===== src/rtl/ins_pkg.sv =====
// Package for the insertion sorter: data width, default depth, controller
// state type and the control group handed to the cell chain.
// No dependencies.
package ins_pkg;

   localparam int VALUE_W       = 32;
   localparam int DEPTH_DEFAULT = 16;

   typedef enum logic [0:0] {
      ST_LOAD,
      ST_EMIT
   } state_type;

   // control broadcast to every cell of the chain
   typedef struct packed {
      logic insert;   // place the incoming value, larger ones move up
      logic shift;    // move every value one cell towards cell 0
   } cell_ctrl_type;

endpackage


===== src/rtl/ins_cell.sv =====
// One compare-and-shift cell of the sorting chain.
// Depends on ins_pkg.
module ins_cell (
   input  logic                                clock,
   input  ins_pkg::cell_ctrl_type              ctrl,
   input  logic                                occupied,
   input  logic signed [ins_pkg::VALUE_W-1:0]  new_value,
   input  logic                                left_gt,
   input  logic signed [ins_pkg::VALUE_W-1:0]  left_value,
   input  logic signed [ins_pkg::VALUE_W-1:0]  right_value,
   output logic                                gt,
   output logic signed [ins_pkg::VALUE_W-1:0]  value
);

   logic signed [ins_pkg::VALUE_W-1:0] value_ff;
   logic signed [ins_pkg::VALUE_W-1:0] value_in;

   // an empty cell counts as larger than anything
   assign gt    = !occupied || (value_ff > new_value);
   assign value = value_ff;

   always_comb begin
      value_in = value_ff;
      if (ctrl.shift) begin
         value_in = right_value;
      end else if (ctrl.insert && gt) begin
         value_in = left_gt ? left_value : new_value;
      end
   end

   always_ff @(posedge clock) begin
      value_ff <= value_in;
   end

endmodule


===== src/rtl/ins_ctrl.sv =====
// Controller of the insertion sorter: load/emit sequencing, fill count
// and overflow flag. Depends on ins_pkg.
module ins_ctrl #(
   parameter int DEPTH = ins_pkg::DEPTH_DEFAULT,
   localparam int CW   = $clog2(DEPTH + 1)
) (
   input  logic                   clock,
   input  logic                   reset,
   input  logic                   req_tvalid,
   input  logic                   req_tlast,
   output logic                   req_tready,
   output logic                   rsp_tvalid,
   input  logic                   rsp_tready,
   output logic                   rsp_last,
   output logic                   rsp_overflow,
   output ins_pkg::cell_ctrl_type ctrl,
   output logic [CW-1:0]          count
);

   localparam logic [CW-1:0] FULL = CW'(DEPTH);
   localparam logic [CW-1:0] ONE  = CW'(1);

   ins_pkg::state_type state_ff, state_in;
   logic [CW-1:0]      count_ff, count_in;
   logic               drop_ff, drop_in;
   logic               req_acc, rsp_acc, full;

   assign full    = (count_ff == FULL);
   assign req_acc = req_tvalid && req_tready;
   assign rsp_acc = rsp_tvalid && rsp_tready;
   assign count   = count_ff;

   // next state
   always_comb begin
      state_in = state_ff;
      unique case (state_ff)
         ins_pkg::ST_LOAD: if (req_acc && req_tlast) state_in = ins_pkg::ST_EMIT;
         ins_pkg::ST_EMIT: if (rsp_acc && count_ff == ONE) state_in = ins_pkg::ST_LOAD;
         default:          state_in = ins_pkg::ST_LOAD;
      endcase
   end

   // outputs
   always_comb begin
      req_tready  = 1'b0;
      rsp_tvalid  = 1'b0;
      ctrl.insert = 1'b0;
      ctrl.shift  = 1'b0;
      unique case (state_ff)
         ins_pkg::ST_LOAD: begin
            req_tready  = 1'b1;
            ctrl.insert = req_tvalid && !full;
         end
         ins_pkg::ST_EMIT: begin
            rsp_tvalid = 1'b1;
            ctrl.shift = rsp_tready;
         end
         default: ;
      endcase
   end

   assign rsp_last     = (count_ff == ONE);
   assign rsp_overflow = drop_ff;

   always_comb begin
      count_in = count_ff;
      drop_in  = drop_ff;
      if (req_acc) begin
         if (full) drop_in  = 1'b1;
         else      count_in = count_ff + ONE;
      end
      if (rsp_acc) begin
         count_in = count_ff - ONE;
         if (count_ff == ONE) drop_in = 1'b0;
      end
   end

   always_ff @(posedge clock) begin
      if (reset) begin
         state_ff <= ins_pkg::ST_LOAD;
         count_ff <= '0;
         drop_ff  <= 1'b0;
      end else begin
         state_ff <= state_in;
         count_ff <= count_in;
         drop_ff  <= drop_in;
      end
   end

endmodule


===== src/rtl/insertion_sorter_unit.sv =====
// Top level of the insertion sorter: a chain of DEPTH compare-and-shift
// cells and its controller. Depends on ins_pkg, ins_cell and ins_ctrl.
//
// Usage
//   req channel: one signed 32-bit value per request, tlast closes the set.
//   rsp channel: the stored values in ascending order, tlast on the largest,
//   tuser set on every result of a set that lost values to overflow.
//   Loading takes one request per cycle: each value is compared against all
//   cells at once and larger values move one cell up in the same cycle.
//   A set holds at most DEPTH values; later ones are dropped and flagged.
//   The first result is offered the cycle after the tlast request.
//   Emission gives one result per cycle while rsp_tready is high, shifting
//   the chain towards cell 0; while a set drains, req_tready is low.
//   Loading resumes the cycle after the final result is taken.
//   Receiver stall: the chain holds still and the offered result stays
//   put until rsp_tready rises.
//   Reset (synchronous, active high) empties the store and clears the
//   overflow flag; cell contents are not cleared, the fill count guards
//   them.
module insertion_sorter_unit #(
   parameter int DEPTH = ins_pkg::DEPTH_DEFAULT
) (
   input  logic        clock,
   input  logic        reset,
   input  logic        req_tvalid,
   output logic        req_tready,
   input  logic [31:0] req_tdata,   // [31:0] value
   input  logic        req_tlast,   // last
   output logic        rsp_tvalid,
   input  logic        rsp_tready,
   output logic [31:0] rsp_tdata,   // [31:0] sorted_value
   output logic        rsp_tlast,   // last_res
   output logic        rsp_tuser    // [0] overflow
);

   localparam int CW = $clog2(DEPTH + 1);

   ins_pkg::cell_ctrl_type             ctrl;
   logic [CW-1:0]                      count;
   logic                               gt  [DEPTH];
   logic signed [ins_pkg::VALUE_W-1:0] val [DEPTH];
   logic signed [ins_pkg::VALUE_W-1:0] new_value;

   assign new_value = $signed(req_tdata);

   ins_ctrl #(.DEPTH(DEPTH)) u_ctrl (
      .clock        (clock),
      .reset        (reset),
      .req_tvalid   (req_tvalid),
      .req_tlast    (req_tlast),
      .req_tready   (req_tready),
      .rsp_tvalid   (rsp_tvalid),
      .rsp_tready   (rsp_tready),
      .rsp_last     (rsp_tlast),
      .rsp_overflow (rsp_tuser),
      .ctrl         (ctrl),
      .count        (count)
   );

   for (genvar i = 0; i < DEPTH; i++) begin : g_cell
      localparam logic [CW-1:0] IDX = CW'(i);
      logic                               occ;
      logic                               l_gt;
      logic signed [ins_pkg::VALUE_W-1:0] l_val, r_val;

      assign occ = (IDX < count);

      if (i == 0) begin : g_first
         assign l_gt  = 1'b0;
         assign l_val = new_value;
      end else begin : g_mid
         assign l_gt  = gt[i-1];
         assign l_val = val[i-1];
      end

      // the top cell refills with its own value; it lies beyond the count
      if (i == DEPTH - 1) begin : g_top
         assign r_val = val[i];
      end else begin : g_low
         assign r_val = val[i+1];
      end

      ins_cell u_cell (
         .clock       (clock),
         .ctrl        (ctrl),
         .occupied    (occ),
         .new_value   (new_value),
         .left_gt     (l_gt),
         .left_value  (l_val),
         .right_value (r_val),
         .gt          (gt[i]),
         .value       (val[i])
      );
   end

   // cell 0 always holds the smallest remaining value
   assign rsp_tdata = val[0];

endmodule

===== config.mk =====
export PLATFORM = sky130hd
export DESIGN_NAME = insertion_sorter_unit
export DESIGN_NICKNAME = d
export VERILOG_FILES = /design/src/rtl/ins_pkg.sv /design/src/rtl/ins_cell.sv /design/src/rtl/ins_ctrl.sv /design/src/rtl/insertion_sorter_unit.sv
export SDC_FILE = /design/constraint.sdc
export NUM_CORES = 2
export LEC_CHECK = 0
export BUFFER_PORTS_ARGS = -buffer_cell sky130_fd_sc_hd__buf_2
export CORE_ASPECT_RATIO = 0.5
export CORE_MARGIN = 3
export CORE_UTILIZATION = 35
export CTS_BUF_LIST = sky130_fd_sc_hd__clkbuf_2 sky130_fd_sc_hd__clkbuf_4 sky130_fd_sc_hd__clkbuf_8
export DETAILED_ROUTE_END_ITERATION = 8
export PLACE_DENSITY_LB_ADDON = 0.15
export SLEW_MARGIN = 20
export SYNTH_ARGS = -nofsm -noshare
export SYNTH_HDL_FRONTEND = slang
export SYNTH_SLANG_ARGS = --single-unit

===== constraint.sdc =====
create_clock -name clock -period 18.3 [get_ports clock]
set_clock_uncertainty 0.15 [all_clocks]
set_input_delay 1.83 -clock clock [delete_from_list [all_inputs] [get_ports clock]]
set_output_delay 1.83 -clock clock [all_outputs]
set_load 0.01 [all_outputs]

## Word-level counts from Yosys, hierarchy flattened

Cells that the tools add are included.

- Word-level logic and storage cells: 189
- Input port bits: 37
- Register bits after elaboration: 519

- Eq/ne operators: 3
- Multiplexer cells: 59
- Reduce and logical (&&, ||, !) cells: 72
- $lt $le $gt $ge: 32
- $add $sub $neg: 2
- Bitwise operators: 2

Operators by type and width:

| cell | count |
|---|---|
| $mux W32 | 45 |
| $gt A32 B32 Y1 | 16 |
| $lt A4 B5 Y1 const A | 8 |
| $reduce_bool A2 Y1 | 16 |
| $logic_and A1 B1 Y1 | 21 |
| $lt A3 B5 Y1 const A | 4 |
| $logic_not A1 Y1 | 17 |
| $logic_or A1 B1 Y1 | 16 |
| $mux W5 | 3 |
| $lt A1 B5 Y1 const A | 2 |
| $lt A2 B5 Y1 const A | 2 |
| $mux W1 | 10 |
| $add A5 B1 Y5 const B | 1 |
| $eq A5 B1 Y1 const B | 1 |
| $eq A5 B5 Y1 const B | 1 |
| $sub A5 B1 Y5 const B | 1 |
| $reduce_and A2 Y1 | 2 |
| $ne A2 B1 Y1 const B | 1 |
| $not A1 Y1 | 2 |
| $pmux W1 S2 | 1 |

## Longest topological paths before layout

- Depth after elaboration: 7
- Gate-level depth with buffers: 12
- Depth with buffers taken out: 10

## Hierarchy

A second synthesis with hierarchy kept.

- Cell total of the unflattened synthesis: 4242
- Area total of the unflattened synthesis: 40284.9 µm²

By module, submodules not included:

| module | times used | cells each | area an instance (µm²) | seq. area each (µm²) |
|---|---|---|---|---|
| ins_cell | 16 | 260 | 2474.9 | 960.9 |
| ins_ctrl | 1 | 54 | 525.5 | 140.1 |
| insertion_sorter_unit | 1 | 28 | 161.4 | 0.0 |

## Worst setup path before layout

No wires, ideal clock.

- Kind: input -> register
- From: input port req_tdata[21]
- To: register g_cell[10].u_cell.value_ff, in the netlist g_cell[10].u_cell.value[0], enable pin
- Buffers on the path: 1
- Data arrival time: 6572 ps
- Cell stages on the path: 10
- Slack: 11112 ps
- Cell sequence: inv_1 ha_1 a21o_1 a21o_1 a221o_1 a2111o_1 a2111oi_2 a311oi_4 buf_4 o21ai_0

- Word-level cells in the longest chain between the ends: 4

RTL lines:

| item | RTL line | source |
|---|---|---|
| from (decl) | insertion_sorter_unit.sv:27 | `input logic [31:0] req_tdata,` |
| $gt A32 B32 Y1 | ins_cell.sv:19 | `assign gt = !occupied \|\| (value_ff > new_value);` |
| $logic_or A1 B1 Y1 | ins_cell.sv:19 |  |
| $logic_and A1 B1 Y1 | ins_cell.sv:26 | `end else if (ctrl.insert && gt) begin` |
| $reduce_bool A2 Y1 (no line) | n/a |  |
| to (signal assigned) | ins_cell.sv:32 | `value_ff <= value_in;` |
| to (decl) | ins_cell.sv:15 | `logic signed [ins_pkg::VALUE_W-1:0] value_ff;` |

Every way passes these cells.
A chain may end at the register's enable or synchronous reset.

## Final worst setup path

- From: input port req_tdata[30]
- To: register g_cell[9].u_cell.value_ff, in the netlist g_cell[9].u_cell.value[7], enable pin

- Word-level cells in the longest chain between the ends: 4

RTL lines:

| item | RTL line |
|---|---|
| $gt A32 B32 Y1 | ins_cell.sv:19 |
| $logic_or A1 B1 Y1 | ins_cell.sv:19 |
| $logic_and A1 B1 Y1 | ins_cell.sv:26 |
| $reduce_bool A2 Y1 (no line) | n/a |
| to (signal assigned) | ins_cell.sv:32 |
| to (decl) | ins_cell.sv:15 |

Every way passes these cells.

==> results.md <==
* Min-delay worst type: reg -> reg
* Syn Nets at 4136
* Post-CTS Hold Fix Bufs at 0
* Fin crit period at 6.14 ns
* Setup TNS at 0 ns
* Post-synthesis cell area at 37700 µm²
* First-pass GRT wire length at 187000 µm
* WS Path Type: in -> reg
* Placed Area at 39500 µm²
* Post-synth EDFFs at 512
* Die X at 470 µm
* Buffers on Ports at 72
* Minimum hold slack at 0.462 ns
* Fin nets at 4172
* CP Launch Type: input pin
* Sequential power share at 44.8%
* Drt first pass iters at 5
* Power Internal at 2.67 mW
* Worst Path Buf+Inv at 5
* Layout Cells excl Fill at 5105
* Status: complete, no violations
* Die area at 112000 µm²
* DP Worst Slack at 11.39 ns
* Die Ht at 238 µm
* CP Capture Type: register
* Clk pwr share at 25.6%
* Lkg Pwr at 16.0 nW
* DR WL/cell at 24.7 µm
* Root Driver: clkbuf_8
* Setup ws final at 12.16 ns
* Fraction of layout cells with a size suffix above 1 at 8.56%
* GRT Total Usage at 22.0%
* Final Cell Area at 41200 µm²
* Synth top area share at 40.8%
* DP HPWL at 94600 µm
* Worst path depth at 12
* Flop2flop setup slack at 13.75 ns
* Relative slew slack at 25.2%
* Fmax achieved at 163 MHz
* Number of synthesis warnings at 0
* CTS Buf Count at 89
* Crit path to: g_cell[9].u_cell.value[7]$_DFFE_PP_
* Slowest cell on the critical path: nor4bb_1
* Setup bufs post-CTS at 0
* Synthesis-stage register bit count at 519
* Unrepaired setup endpoints after global routing: false
* Maximum vdd drop at 0.0438 mV
* Clock Path Buffers at 3
* Initial core utilization at 35.6%
* Sequential cell area fraction in the yosys report at 41.2%
* Slew @ Worst Pin at 1.12 ns
* Synth Instances at 3583
* Top cell type by total area after synthesis: edfxtp_1
* Placer Congestion at 0.866
* Core Footprint at 106000 µm²
* Prevailing post-synth register cell: edfxtp_1
* DRC errors left at 0
* Critical path peak fanout at 30
* I/O pins at 73
* Area Growth Syn to Fin at 9.33%
* CTS sink cnt at 519
* Hold Startpoint: u_ctrl.state_ff$_SDFF_PP0_
* FP Rows at 84
* Synth cell types at 61
* Vias in the first global route at 28100
* Total placed cells including tap cells at 4946
* WP data required at 18.61 ns
* Power Dens Cells at 101 nW/µm²
* Slew Viols, Final at 0
* Vias/cell at 5.69
* Latest clock arrival within the worst-skew pair at 0.76 ns
* CTS clock-pin slew for the worst setup and hold paths at 0.07 ns
* Critical-path cell list: buf_2 > inv_1 > ha_1 > nand4_1 > nor4bb_1 > nand3_1 > inv_1 > a2111oi_2 > a311oi_4 > buf_4 > o21ai_4 > buf_4
* Slowest stage delay, CP at 0.65 ns
* Critical path arrival at 6.45 ns
* Grt ovf at 0
* Post-Route WL at 126000 µm
* Starting DRT DRC Count at 2605
* Initial antenna violation count at 5
* Final design utilization at 38.9%
* Tot Pwr at 4.15 mW
* ANT nets after route at 0
* Psw at 1.48 mW
* Period utilisation layout at 33.6%
* Fin. Hold Viols at 0
* Part of the power in combinational logic at 29.6%
* Net Sw Frac at 35.7%
* Finish-stage setup viols at 0
* Syn avg cell area at 10.5 µm²
* Reg2Reg Depth at 10
* Routed vias at 29100
* Synth top area cells: edfxtp_1, ha_1, mux2i_1, a21oi_1, nor2_1
* CP startpoint: req_tdata[30]
* CTS tree: built
* Reg2reg start: g_cell[9].u_cell.value[31]$_DFFE_PP_
* CTS resizes at 0
* CP delay by family, top: buffers and inverters
* Worst r2r dst: g_cell[9].u_cell.value[7]$_DFFE_PP_
* FFs w/ async S/R, synth at 0%
* H-tree levels at 3
* Largest net degree at the start of global routing at 183
* Max_cap viols at 0
==> power by group through the flow <==
stage | Combinational (mW) | Clock [mW] | Sequential, mW
finish | 1.23 | 1.06 | 1.86
CTS | 1.22 | 1.09 | 1.85
global route | 1.37 | 1.14 | 1.88
floorplan | 0.885 | 0 | 1.77
global placement | 1.19 | 0 | 1.88
detailed placement | 1.22 | 0 | 1.87
==> worst reg2reg max path, cell delays in order (launching register included) <==
cell and delay [ns]:
edfxtp_1 0.51, ha_1 0.51, nand4_1 0.30, nor4bb_1 0.65, nand3_1 0.26, inv_1 0.12
a2111oi_2 0.05, a311oi_4 0.52, buf_4 0.60, o21ai_4 0.24, buf_4 0.33
==> registers in the layout, summed over array words and instances, names as in the netlist <==
name,count
g_cell.u_cell.value,512
u_ctrl.state_ff,1
u_ctrl.rsp_overflow,1
u_ctrl.count,5
==> final cells by class <==
class,instances,area (µm²)
tap,1419,1780
antenna,7,17.5
clock buffer,120,1480
timing repair buffer,138,888
clock inverter,31,156
fill,10300,64700
sequential,519,15500
multi-input combinational,2807,21100
inverter,64,240
==> worst min-delay path by stage <==
stage	endpoint	slack [ns]	cells after the start
after floorplan	u_ctrl.count[0]$_SDFFE_PP0P_	0.38	2
after global placement	g_cell[0].u_cell.value[8]$_DFFE_PP_	0.44	2
after detailed placement	g_cell[0].u_cell.value[23]$_DFFE_PP_	0.44	2
after CTS	g_cell[0].u_cell.value[23]$_DFFE_PP_	0.46	2
after global routing	g_cell[14].u_cell.value[12]$_DFFE_PP_	0.48	2
final	u_ctrl.state_ff$_SDFF_PP0_	0.46	2
==> kinds of logic (layout without fill, tap and decap cells) <==
kind of cell | Yosys count | after routing | synth area share [%]
simple gates | 878 | 878 | 11.0
xor+xnor | 3 | 3 | 0.0698
other cells | 0 | 7 | 0
mux | 479 | 479 | 12.8
flops | 519 | 519 | 41.2
compound gates | 931 | 931 | 14.5
buf+inv | 257 | 353 | 3.20
fa+ha+maj | 516 | 516 | 17.1
==> routing by layer <==
metal	wire [µm]	global-route usage [%]
met5	0	0
met4	2570	5.14
met3	8000	3.04
met2	51300	31.6
met1	64400	34.4
==> synthesized netlist by cell type (2+ instances only) <==
library cell and n:
o211ai_1 16, o21a_1 4, edfxtp_1 512, o21ai_0 108
nor4_1 4, a311oi_4 8, a2111o_1 13, nand2_1 87
clkbuf_1 144, nand4_1 98, nor4bb_1 26, a221oi_1 2
nor3_4 3, dfxtp_1 7, a2111oi_2 13, a21oi_1 643
o21ai_1 2, nor2b_1 59, inv_1 64, and3_1 5
nand3_1 50, buf_4 21, buf_1 3, mux2_2 3
a31oi_1 3, ha_1 516, a41oi_1 2, nor3_1 2
or4_1 2, buf_6 21, a21o_1 84, and4_1 26
or2_2 3, a221o_1 13, mux2_1 29, o21bai_1 2
xnor2_1 2, and2_1 3, nor2_1 505, a211oi_1 4
or3_1 2, mux2i_1 447, buf_2 4
==> cells in the final DEF (no fill, tap or decap), types with 4 or more instances in the layout <==
master / n
o21a_1: 4
nor4bb_1: 26
nand2_1: 86
clkinv_1: 23
o21ai_0: 95
nand3_1: 50
a311oi_4: 8
and3_1: 5
mux2_1: 29
clkinv_2: 5
buf_4: 64
inv_1: 64
nor2b_1: 59
a2111o_1: 13
a2111oi_2: 13
a221o_1: 13
clkbuf_4: 27
a21o_1: 84
buf_2: 72
o21ai_4: 11
dfxtp_1: 7
nor4_1: 4
nor2_1: 504
clkbuf_8: 93
a211oi_1: 4
o211ai_1: 16
diode_2: 7
mux2i_1: 447
nand4_1: 98
ha_1: 516
edfxtp_1: 512
and4_1: 26
a21oi_1: 642
Power figures use the tool's default switching activity.
